### src/hdl/h2p_pkg.sv
// Package with the calibration table, widths and pipeline stage numbers of the interpolator.
`timescale 1ns / 1ps

package h2p_pkg;

  localparam int TABLE_POINTS = 14;
  localparam int SEG_COUNT    = TABLE_POINTS - 1;
  localparam int IDX_W        = (SEG_COUNT > 1) ? $clog2(SEG_COUNT) : 1;
  localparam int FRAC_BITS    = 16;
  localparam int HEIGHT_W     = 10;
  localparam int LEVEL_W      = 8;
  localparam int RAW_W        = 13;
  localparam int BASE_W       = 11;
  localparam int FRAC_W       = FRAC_BITS + 2;
  localparam int DIFF_W       = RAW_W + 2;

  localparam int IN_TDATA_W   = ((RAW_W + FRAC_W + 7) / 8) * 8;
  localparam int OUT_TDATA_W  = ((LEVEL_W + 7) / 8) * 8;

  localparam logic [HEIGHT_W-1:0] CAL_HEIGHT [TABLE_POINTS] = '{
    10'd144, 10'd224, 10'd320, 10'd400, 10'd448, 10'd480, 10'd504,
    10'd520, 10'd528, 10'd536, 10'd552, 10'd560, 10'd568, 10'd576
  };

  localparam logic [LEVEL_W-1:0] CAL_LEVEL [TABLE_POINTS] = '{
    8'd10, 8'd20, 8'd30, 8'd40, 8'd50, 8'd60, 8'd70,
    8'd80, 8'd90, 8'd100, 8'd110, 8'd120, 8'd130, 8'd140
  };

  localparam int TABLE_SPAN = int'(CAL_HEIGHT[TABLE_POINTS-1]) - int'(CAL_HEIGHT[0]);
  localparam int SPAN_W     = $clog2(TABLE_SPAN + 1);
  localparam int ONE        = 1 << FRAC_BITS;

  // Raw height to fraction: reciprocal of the span with one correction step.
  localparam int NUM_RAW_W  = SPAN_W + FRAC_BITS;
  localparam int RCP_RAW_W  = FRAC_BITS + 2;
  localparam longint unsigned RCP_RAW = (64'd1 << NUM_RAW_W) / TABLE_SPAN;

  // Segment interpolation: numerator and per-segment reciprocal widths.
  localparam int NUM_W      = LEVEL_W + FRAC_BITS;
  localparam int SEG_W_W    = FRAC_BITS + 1;
  localparam int RCP_SEG_W  = NUM_W + 1;

  localparam int STAGES     = 8;
  localparam int STG_DIFF   = 0;
  localparam int STG_EST    = 1;
  localparam int STG_FRAC   = 2;
  localparam int STG_SEG    = 3;
  localparam int STG_NUM    = 4;
  localparam int STG_RCP    = 5;
  localparam int STG_FIX    = 6;
  localparam int STG_OUT    = 7;

  typedef struct packed {
    logic [STAGES-1:0] load;
    logic [STAGES-1:0] valid;
  } pipe_ctrl_t;

  function automatic logic [FRAC_BITS:0] cal_break(input int i);
    longint unsigned num;
    num = (longint'(CAL_HEIGHT[i]) - longint'(CAL_HEIGHT[0])) << FRAC_BITS;
    return (FRAC_BITS + 1)'(num / TABLE_SPAN);
  endfunction

endpackage

### src/hdl/h2p_interp.sv
// Segment search and linear interpolation stages of the interpolator.
`timescale 1ns / 1ps

module h2p_interp import h2p_pkg::*; (
  input  logic                      clk,
  input  pipe_ctrl_t                ctrl,
  input  logic signed [FRAC_W-1:0]  frac_in,
  output logic [LEVEL_W-1:0]        level
);

  logic [FRAC_BITS:0]   brk_lo  [SEG_COUNT];
  logic [SEG_W_W-1:0]   seg_w   [SEG_COUNT];
  logic [RCP_SEG_W-1:0] seg_rcp [SEG_COUNT];
  logic [LEVEL_W-1:0]   seg_dl  [SEG_COUNT];

  for (genvar g = 0; g < SEG_COUNT; g++) begin : g_seg
    localparam logic [FRAC_BITS:0] LO   = cal_break(g);
    localparam logic [FRAC_BITS:0] HI   = cal_break(g + 1);
    localparam logic [FRAC_BITS:0] WID  = HI - LO;
    localparam longint unsigned    RCP  = (64'd1 << NUM_W) / WID;
    assign brk_lo[g]  = LO;
    assign seg_w[g]   = SEG_W_W'(WID);
    assign seg_rcp[g] = RCP_SEG_W'(RCP);
    assign seg_dl[g]  = CAL_LEVEL[g + 1] - CAL_LEVEL[g];
  end

  logic                 ld_seg, ld_num, ld_rcp, ld_fix, ld_out;
  logic [IDX_W-1:0]     seg_idx;
  logic                 frac_top, frac_low;

  logic [IDX_W-1:0]     idx3, idx4, idx5, idx6;
  logic [FRAC_BITS-1:0] uf3;
  logic                 top3, low3, top4, low4, top5, low5, top6, low6;
  logic [NUM_W-1:0]     num4, num5;
  logic [LEVEL_W-1:0]   qest5, q6;

  logic [FRAC_BITS-1:0]         seg_off;
  logic [NUM_W+RCP_SEG_W-1:0]   seg_prod;
  logic [NUM_W-1:0]             seg_rem;

  assign ld_seg = ctrl.load[STG_SEG] && ctrl.valid[STG_SEG];
  assign ld_num = ctrl.load[STG_NUM] && ctrl.valid[STG_NUM];
  assign ld_rcp = ctrl.load[STG_RCP] && ctrl.valid[STG_RCP];
  assign ld_fix = ctrl.load[STG_FIX] && ctrl.valid[STG_FIX];
  assign ld_out = ctrl.load[STG_OUT] && ctrl.valid[STG_OUT];

  always_comb begin
    seg_idx = '0;
    for (int i = 1; i < SEG_COUNT; i++) begin
      if (frac_in >= $signed({1'b0, brk_lo[i]})) begin
        seg_idx = IDX_W'(i);
      end
    end
  end

  assign frac_top = frac_in >= $signed(FRAC_W'(ONE));
  assign frac_low = frac_in[FRAC_W-1] || (frac_in == '0);

  assign seg_off  = uf3 - brk_lo[idx3][FRAC_BITS-1:0];
  assign seg_prod = (NUM_W + RCP_SEG_W)'(num4) * (NUM_W + RCP_SEG_W)'(seg_rcp[idx4]);
  assign seg_rem  = num5 - NUM_W'(NUM_W'(qest5) * NUM_W'(seg_w[idx5]));

  always_ff @(posedge clk) begin
    if (ld_seg) begin
      idx3 <= seg_idx;
      uf3  <= frac_in[FRAC_BITS-1:0];
      top3 <= frac_top;
      low3 <= frac_low;
    end
    if (ld_num) begin
      num4 <= NUM_W'(seg_dl[idx3]) * NUM_W'(seg_off);
      idx4 <= idx3;
      top4 <= top3;
      low4 <= low3;
    end
    if (ld_rcp) begin
      qest5 <= seg_prod[NUM_W +: LEVEL_W];
      num5  <= num4;
      idx5  <= idx4;
      top5  <= top4;
      low5  <= low4;
    end
    if (ld_fix) begin
      q6   <= qest5 + LEVEL_W'(seg_rem >= NUM_W'(seg_w[idx5]));
      idx6 <= idx5;
      top6 <= top5;
      low6 <= low5;
    end
    if (ld_out) begin
      if (top6) begin
        level <= CAL_LEVEL[TABLE_POINTS-1];
      end else if (low6) begin
        level <= CAL_LEVEL[0];
      end else begin
        level <= CAL_LEVEL[idx6] + q6;
      end
    end
  end

endmodule

### src/hdl/height_to_pwm_interpolator_core.sv
// Top level of the height to pump drive level interpolator.
//
//   Channel  Direction  Payload
//   s_*      in         tuser: action; tdata: height_raw, height_scaled
//   m_*      out        tdata: pump_level
//   cfg_*    in         base_height, written when cfg_wen is high
//
// Each item passes eight register stages. One item is taken every cycle while the
// pipeline is not held by an output stall.
// The two constant-reciprocal multiplications and their corrections set the depth.
// A stall only holds the stages that are full; empty stages keep filling.
// Reset clears the stage valid bits and base_height.
`timescale 1ns / 1ps

module height_to_pwm_interpolator_core import h2p_pkg::*; (
  input  logic                    clk,
  input  logic                    rst,
  input  logic                    s_tvalid,
  output logic                    s_tready,
  input  logic [IN_TDATA_W-1:0]   s_tdata,  // height_raw, height_scaled, zero fill
  input  logic                    s_tuser,  // action
  output logic                    m_tvalid,
  input  logic                    m_tready,
  output logic [OUT_TDATA_W-1:0]  m_tdata,  // pump_level
  input  logic                    cfg_wen,
  input  logic [BASE_W-1:0]       cfg_wdata
);

  logic signed [BASE_W-1:0] base_height;
  logic [STAGES-1:0]        valid;
  logic [STAGES:0]          ready_chain;
  pipe_ctrl_t               ctrl;

  logic signed [RAW_W-1:0]  in_raw;
  logic signed [FRAC_W-1:0] in_scaled;

  logic signed [DIFF_W-1:0] diff0;
  logic                     act0;
  logic signed [FRAC_W-1:0] scaled0;

  logic [SPAN_W-1:0]        dlow1;
  logic [FRAC_BITS-1:0]     qest1;
  logic                     lo1, hi1, act1;
  logic signed [FRAC_W-1:0] scaled1;

  logic signed [FRAC_W-1:0] frac2;

  logic [NUM_RAW_W-1:0]           raw_num;
  logic [NUM_RAW_W+RCP_RAW_W-1:0] raw_prod;
  logic [NUM_RAW_W-1:0]           raw_rem;
  logic [FRAC_BITS-1:0]           raw_q;
  logic                           diff_low, diff_high;
  logic [LEVEL_W-1:0]             level;

  assign in_raw    = s_tdata[RAW_W-1:0];
  assign in_scaled = s_tdata[RAW_W +: FRAC_W];

  always_ff @(posedge clk) begin
    if (rst) begin
      base_height <= '0;
    end else if (cfg_wen) begin
      base_height <= cfg_wdata;
    end
  end

  always_comb begin
    ready_chain[STAGES] = m_tready;
    for (int k = STAGES - 1; k >= 0; k--) begin
      ready_chain[k] = !valid[k] || ready_chain[k + 1];
    end
  end

  always_ff @(posedge clk) begin
    if (rst) begin
      valid <= '0;
    end else begin
      if (ready_chain[0]) begin
        valid[0] <= s_tvalid;
      end
      for (int k = 1; k < STAGES; k++) begin
        if (ready_chain[k]) begin
          valid[k] <= valid[k - 1];
        end
      end
    end
  end

  assign ctrl.load  = ready_chain[STAGES-1:0];
  assign ctrl.valid = {valid[STAGES-2:0], s_tvalid};
  assign s_tready   = ready_chain[0];
  assign m_tvalid   = valid[STAGES-1];

  assign diff_low  = diff0[DIFF_W-1] || (diff0 == '0);
  assign diff_high = !diff0[DIFF_W-1] && (diff0 >= DIFF_W'(TABLE_SPAN));
  assign raw_num   = {diff0[SPAN_W-1:0], {FRAC_BITS{1'b0}}};
  assign raw_prod  = (NUM_RAW_W + RCP_RAW_W)'(raw_num) * (NUM_RAW_W + RCP_RAW_W)'(RCP_RAW);
  assign raw_rem   = {dlow1, {FRAC_BITS{1'b0}}}
                     - NUM_RAW_W'(NUM_RAW_W'(qest1) * NUM_RAW_W'(TABLE_SPAN));
  assign raw_q     = qest1 + FRAC_BITS'(raw_rem >= NUM_RAW_W'(TABLE_SPAN));

  always_ff @(posedge clk) begin
    if (ctrl.load[STG_DIFF] && ctrl.valid[STG_DIFF]) begin
      diff0   <= DIFF_W'(in_raw) + DIFF_W'(base_height) - DIFF_W'(CAL_HEIGHT[0]);
      act0    <= s_tuser;
      scaled0 <= in_scaled;
    end
    if (ctrl.load[STG_EST] && ctrl.valid[STG_EST]) begin
      dlow1   <= diff0[SPAN_W-1:0];
      qest1   <= raw_prod[NUM_RAW_W +: FRAC_BITS];
      lo1     <= diff_low;
      hi1     <= diff_high;
      act1    <= act0;
      scaled1 <= scaled0;
    end
    if (ctrl.load[STG_FRAC] && ctrl.valid[STG_FRAC]) begin
      if (act1) begin
        frac2 <= scaled1;
      end else if (lo1) begin
        frac2 <= '0;
      end else if (hi1) begin
        frac2 <= FRAC_W'(ONE);
      end else begin
        frac2 <= FRAC_W'(raw_q);
      end
    end
  end

  h2p_interp u_interp (
    .clk     (clk),
    .ctrl    (ctrl),
    .frac_in (frac2),
    .level   (level)
  );

  assign m_tdata = OUT_TDATA_W'(level);

endmodule

### config.mk
export PLATFORM = sky130hd
export DESIGN_NAME = height_to_pwm_interpolator_core
export DESIGN_NICKNAME = d
export VERILOG_FILES = /design/src/hdl/h2p_pkg.sv /design/src/hdl/h2p_interp.sv /design/src/hdl/height_to_pwm_interpolator_core.sv
export SDC_FILE = /design/constraint.sdc
export NUM_CORES = 2
export LEC_CHECK = 0
export ABC_AREA = 1
export BUFFER_PORTS_ARGS = -buffer_cell sky130_fd_sc_hd__buf_2
export CAP_MARGIN = 10
export CELL_PAD_IN_SITES_DETAIL_PLACEMENT = 0
export CELL_PAD_IN_SITES_GLOBAL_PLACEMENT = 1
export CORE_MARGIN = 4
export CORE_UTILIZATION = 23
export DETAILED_ROUTE_END_ITERATION = 8
export GPL_TIMING_DRIVEN = 0
export PLACE_DENSITY = 0.46
export RECOVER_POWER = 25
export SLEW_MARGIN = 20
export SYNTH_ARGS = -nofsm -noshare
export SYNTH_HDL_FRONTEND = slang
export SYNTH_HIERARCHICAL = 1
export SYNTH_SLANG_ARGS = --single-unit
### constraint.sdc
create_clock -name clk -period 7.6 [get_ports clk]
set_input_delay 0.38 -clock clk [delete_from_list [all_inputs] [get_ports clk]]
set_output_delay 0.38 -clock clk [all_outputs]
set_load 0.01 [all_outputs]
* Yosys cells after proc, flatten, opt, wreduce, memory -nomap -nowiden
Memories as Yosys holds them, arrays and structs flattened.
Index checks and enable logic that the tools add are counted.
** Storage, ports and cells
- RAM bits :: 0
- Output and inout bits :: 10
- Input port bits :: 49
- Register bits after elaboration :: 229
- Latch bits :: 0
- Word-level logic and storage cells :: 138
- Memories :: 5
- ROM bits :: 1200
** Operators by class
- Muxes and demuxes :: 25
- $mul :: 5
- Bitwise gates (word level) :: 4
- Divide/modulo/power cells :: 0
- Shifts and indexed selects :: 0
- $add $sub $neg :: 8
- Reduce and logical (&&, ||, !) cells :: 32
- Magnitude comparators :: 20
- Equality and inequality tests :: 0
** Memory list
- (no name shown) :: depth 16, bits a word 25, read ports 1, clocked after Yosys merged registers in 0, wr ports 0, RTL line h2p_interp.sv:60 : assign seg_prod = (NUM_W + RCP_SEG_W)'(num4) * (NUM_W + RCP_SEG_W)'(seg_rcp[idx4]);
- (no name shown) :: depth 16, bits a word 17, read ports 1, clocked after Yosys merged registers in 0, wr ports 0, RTL line h2p_interp.sv:61 : assign seg_rem = num5 - NUM_W'(NUM_W'(qest5) * NUM_W'(seg_w[idx5]));
- (no name shown) :: depth 16, bits a word 17, read ports 1, clocked after Yosys merged registers in 0, wr ports 0, RTL line h2p_interp.sv:59 : assign seg_off = uf3 - brk_lo[idx3][FRAC_BITS-1:0];
- (no name shown) :: depth 16, bits a word 8, read ports 1, clocked after Yosys merged registers in 0, wr ports 0, RTL line h2p_interp.sv:95 : level <= CAL_LEVEL[idx6] + q6;
- (no name shown) :: depth 16, bits a word 8, read ports 1, clocked after Yosys merged registers in 0, wr ports 0, RTL line h2p_interp.sv:71 : num4 <= NUM_W'(seg_dl[idx3]) * NUM_W'(seg_off);
** Operators with widths (count)
- greater-or-equal comparator 18 x 17 -> 1 bit (second input constant) :: 10
- 2-to-1 mux 17 bit :: 4
- 2-to-1 mux 25 bit :: 2
- 2-to-1 mux 8 bit :: 5
- multiplier 24 x 25 -> 32 bit :: 1
- 2-to-1 mux 16 bit :: 2
- greater-or-equal comparator 25 x 9 -> 1 bit (second input constant) :: 1
- subtractor 25 bit :: 1
- greater-or-equal comparator 24 x 17 -> 1 bit :: 1
- multiplier 8 x 16 -> 24 bit :: 1
- multiplier 8 x 17 -> 24 bit :: 1
- 2-to-1 mux 3 bit :: 8
- subtractor 24 bit :: 1
- multiplier 9 x 14 -> 22 bit (second input constant) :: 1
- multiplier 16 x 5 -> 21 bit (second input constant) :: 1
- greater-or-equal comparator 5 bit (second input constant) :: 4
- inverter 4 -> 5 bit :: 4
- greater-or-equal comparator 18 x 15 -> 1 bit (second input constant) :: 1
- greater-or-equal comparator 18 x 16 -> 1 bit (second input constant) :: 1
- greater-or-equal comparator 18 bit (second input constant) :: 1
- logical NOT 18 bit :: 1
- 2-to-1 mux 18 bit :: 1
- adder 16 x 1 -> 16 bit :: 1
- subtractor 16 bit :: 1
- 13 further kinds :: 39

* Longest topological paths before layout
- Depth after elaboration :: 12
- Mapped depth :: 43

* By module
The synthesis kept the hierarchy.
** Modules (own cells, without submodules)
- h2p_interp :: seq. area each 3062.9 um^2, times used 1, cells each 2449, area each 20303.2 um^2
- height_to_pwm_interpolator_core :: seq. area each 3323.2 um^2, times used 1, cells each 1106, area each 9924.5 um^2

* Worst setup path after synthesis
Ideal clock, no wire load.
- Path kind :: register to register
- Start point :: reg u_interp.idx4[0]
- End point :: reg u_interp.qest5[7] (data pin)
- Path buffers :: 1
- Cell stages (with the launch flop) :: 27
- Setup time :: 262 ps
- Setup slack :: 891 ps
- Data required time :: 7338 ps
- Arrival time :: 6447 ps
- Cell sequence :: edfxtp_1 inv_1 ha_1 inv_1 a21oi_2 nand2_1 nand2_1 clkbuf_1 nor2_1 fa_1 fa_1 fa_1 inv_1 fa_1 fa_1 inv_1 fa_1 fa_1 ha_1 a21oi_1 o21a_1 inv_1 nand2_1 nand2_1 a221oi_1 o21ai_1 xor2_1
** Between the ends
- Word-level cells in the longest chain between the ends :: 5
** Ends and longest elaborated chain
- from (decl) :: RTL line h2p_interp.sv:31 : logic [IDX_W-1:0] idx3, idx4, idx5, idx6;
- from (signal assigned) :: RTL line h2p_interp.sv:72 : idx4 <= idx3;
- inverter 4 -> 5 bit (implied by the code) :: RTL line h2p_interp.sv:60
- memory (16 x 25 bit)
- 2-to-1 mux 25 bit (implied by the code) (2 in a row) :: RTL line h2p_interp.sv:60
- multiplier 24 x 25 -> 32 bit :: RTL line h2p_interp.sv:60
- via u_interp.seg_prod[31] :: RTL line h2p_interp.sv:38 : logic [NUM_W+RCP_SEG_W-1:0] seg_prod;
- to (signal assigned) :: RTL line h2p_interp.sv:77 : qest5 <= seg_prod[NUM_W +: LEVEL_W];
- to (decl) :: RTL line h2p_interp.sv:35 : logic [LEVEL_W-1:0] qest5, q6;
The timed path passes the listed nets, and every way through them passes these cells. The select of a mux whose other input is x is not followed.
A chain may end at the register's enable or synchronous reset.

* Worst setup path after layout
Same ends and word-level chain as after synthesis.

==> reports/results.md <==
| Metric | Reported | Unit |
|---|---|---|
| Status | finished clean | - |
| Worst slew margin relative to its limit | 0.290 | - |
| Number of buffers and inverters on the critical path | 9 | - |
| Arrival time at the worst endpoint | 7690 | ps |
| Final Critical Period | 7400 | ps |
| Area added between synthesis and finish | 14.1 | % |
| Overall track demand over capacity in global routing | 0.136 | - |
| Dominant delay contributor by cell family on the critical path | adder cells | - |
| Placeable core region | 0.130 | mm² |
| Register area share after synthesis | 0.211 | - |
| Async SR Flop Fraction | 0 | - |
| Horizontal extent of the die | 371 | µm |
| Via Count | 22600 | - |
| Clock-pin slew on the worst setup and hold paths | 60 | ps |
| Die outline area | 0.137 | mm² |
| Critical path type | register to register | - |
| Total setup violations reported at the end of the flow | 0 | - |
| CTS Root Cell | sky130_fd_sc_hd__clkbuf_16 | - |
| Worst-skew pair later-pin latency | 570 | ps |
| Cell area after synthesis | 0.0302 | mm² |
| Flip-flop and latch count after synthesis | 219 | - |
| Drt via density | 4.15 | - |
| Router iterations before antenna repair | 5 | - |
| Clock Skew | 16.1 | ps |
| Number of antenna violations at the first check in global routing | 4 | - |
| Number of DRC markers after the initial detailed-route iteration | 1000 | - |
| DRT Wirelength | 91900 | µm |
| Synthesized net count | 4394 | - |
| CP Capture Type | register | - |
| Row count | 132 | - |
| Final hold viol count | 0 | - |
| Top fanout value on the critical path | 10 | - |
| Final hold slack | 58.0 | ps |
| Antenna Nets Post-Route | 0 | - |
| Clock sink count | 219 | - |
| Type of the tightest min-delay check | input port to register | - |
| Post-DR wirelength/cell | 16.8 | µm |
| Synthesized instance count | 3555 | - |
| Max frequency | 135 | MHz |
| Cell count after placement | 5356 | - |
| Detailed Place HPWL | 79000 | µm |
| Final estimated routing congestion in global placement | 0.790 | - |
| Syn avg cell area | 8.50 | µm² |
| Final standard cell count with taps included and fillers excluded | 5455 | - |
| CP Launch Type | register | - |
| Required arrival time at the worst endpoint | 7890 | ps |
| Effective utilization at floorplan | 0.233 | - |
| Gr ovfl total | 0 | - |
| Clock tree from TritonCTS | built | - |
| Remaining DRCs | 0 | - |
| Max Buffers Root-to-Sink | 3 | - |
| Via count of the first global-routing pass | 24300 | - |
| Number of diodes | 0 | - |
| Actual transition at the worst max-transition pin | 1060 | ps |
| Net total in the final layout | 4531 | - |
| Share of post-route cells with drive strength above 1 | 0.0716 | - |
| Boundary Pins | 59 | - |
| Synth unique cells | 57 | - |
| Synth warn | 6 | - |
| TritonCTS Buffers | 28 | - |
| IO buf count | 56 | - |
| Most used flip-flop cell after synthesis | sky130_fd_sc_hd__edfxtp_1 | - |
| Maximum number of pins on one net before global-route repair | 47 | - |
| Max stage delay on crit path | 660 | ps |
| First-pass GRT wire length | 144000 | µm |
| EDFF count, synth | 200 | - |
| Final Max Slew Viols | 0 | - |
| Crit share post-route | 0.974 | - |
| Critical path's slowest cell | sky130_fd_sc_hd__fa_1 | - |
| Deepest level of the CTS H-tree | 1 | - |
| Vert. Die Dim | 371 | µm |
| Most frequent cell on the critical path | sky130_fd_sc_hd__inv_1 | - |
| # Max-Cap Violations | 0 | - |
[tightest hold or removal path, stage by stage]
cell                      delay, ps
sky130_fd_sc_hd__buf_2           90
sky130_fd_sc_hd__nand2_1         50
sky130_fd_sc_hd__a21oi_1         50
[area by class of cell]
| cell class | count | area (µm²) |
|---|---|---|
| clock inverter | 19 | 234 |
| clock buffer | 32 | 737 |
| timing repair buffer | 110 | 759 |
| inverter | 844 | 3190 |
| buffer | 40 | 179 |
| fill | 14300 | 95500 |
| tap | 1742 | 2180 |
| sequential | 219 | 6390 |
| multi-input combinational | 2449 | 20800 |
[path summary, 6_finish.rpt]
check | from | endpoint | slack, ps | cells after the start
worst max-delay path | u_interp/idx4[0]$_DFFE_PP_ | u_interp/qest5[7]$_DFFE_PP_ | 200 | 27
worst min-delay path | cfg_wdata[1] | base_height[1]$_SDFFE_PP0P_ | 60 | 3
worst max register to register | u_interp/idx4[0]$_DFFE_PP_ | u_interp/qest5[7]$_DFFE_PP_ | 200 | 27
worst min register to register | scaled0[16]$_DFFE_PP_ | scaled1[16]$_DFFE_PP_ | 420 | 0
[sequential cells by signal (all words and copies together) (netlist names), 4 cells and up]
| name | cells |
|---|---|
| u_interp/num4 | 19 |
| u_interp/num5 | 19 |
| frac2 | 18 |
| scaled0 | 18 |
| scaled1 | 18 |
| qest1 | 16 |
| u_interp/uf3 | 16 |
| diff0 | 15 |
| base_height | 11 |
| dlow1 | 9 |
| u_interp/level | 8 |
| u_interp/q6 | 8 |
| u_interp/qest5 | 8 |
| valid | 8 |
| u_interp/idx3 | 4 |
| u_interp/idx4 | 4 |
| u_interp/idx5 | 4 |
| u_interp/idx6 | 4 |
[synth_stat cells (31+ instances only)]
master	instances	area, µm²
sky130_fd_sc_hd__inv_1	822	3090
sky130_fd_sc_hd__nand2_1	602	2260
sky130_fd_sc_hd__nand3_1	103	515
sky130_fd_sc_hd__o21ai_0	77	385
sky130_fd_sc_hd__a21oi_1	166	831
sky130_fd_sc_hd__clkbuf_1	33	124
sky130_fd_sc_hd__ha_1	433	5420
sky130_fd_sc_hd__fa_1	357	7150
sky130_fd_sc_hd__xor2_1	72	631
sky130_fd_sc_hd__xnor2_1	37	324
sky130_fd_sc_hd__edfxtp_1	200	6010
sky130_fd_sc_hd__nor2_1	367	1380
sky130_fd_sc_hd__nor3_1	31	155
[cells in the final DEF (no fill, tap or decap), types with 18 or more instances in the layout]
master,instances
sky130_fd_sc_hd__a21oi_1,157
sky130_fd_sc_hd__buf_2,50
sky130_fd_sc_hd__buf_4,35
sky130_fd_sc_hd__clkbuf_1,34
sky130_fd_sc_hd__clkbuf_16,29
sky130_fd_sc_hd__dfxtp_1,19
sky130_fd_sc_hd__edfxtp_1,200
sky130_fd_sc_hd__fa_1,356
sky130_fd_sc_hd__ha_1,424
sky130_fd_sc_hd__inv_1,808
sky130_fd_sc_hd__inv_2,18
sky130_fd_sc_hd__nand2_1,592
sky130_fd_sc_hd__nand2_2,23
sky130_fd_sc_hd__nand3_1,102
sky130_fd_sc_hd__nand4_1,30
sky130_fd_sc_hd__nor2_1,356
sky130_fd_sc_hd__nor3_1,26
sky130_fd_sc_hd__o21ai_0,71
sky130_fd_sc_hd__xnor2_1,37
sky130_fd_sc_hd__xor2_1,72
[per-stage QoR]
step           area, µm²  TNS (ps)  setup slack (ps)   util
2_1_floorplan      30200         0               891      -
3_3_place_gp       32700    -10860              -992  0.251
3_5_place_dp       32800     -9950              -933  0.252
4_1_cts            34100         0              5.81  0.262
5_1_grt            34500     -4.43             -4.43  0.265
6_report           34500         0               197  0.265
[per-layer routing]
metal | up-vias | track usage | share of wire
li1 | 11400 | - | -
met1 | 10900 | 0.189 | 0.49
met2 | 272 | 0.229 | 0.47
met3 | 80 | 0.0142 | 0.026
met4 | 0 | 0.0245 | 0.020
met5 | - | 0 | 0
[timing repair]
item	4_1_cts	5_1_grt
cloned	0	0
setup buffers	10	24
setup endpoints to repair	17	26
pin swaps	1	6
gates resized for setup	39	78
hold buffers	17	0
endpoints found under the hold margin	17	0
[logic make-up (layout without fill, tap and decap cells)]
| kind of cell | after synthesis | in the layout | share of synthesized area |
|---|---|---|---|
| simple gates | 1182 | 1182 | 0.160 |
| flops | 219 | 219 | 0.211 |
| xor+xnor | 109 | 109 | 0.0316 |
| fa+ha+maj | 790 | 790 | 0.416 |
| compound gates | 368 | 368 | 0.0714 |
| buf+inv | 887 | 1045 | 0.110 |
Power is left out: the tool's default activity adds up to more than one toggle a clock period on the data nets, which glitch-free logic cannot reach.
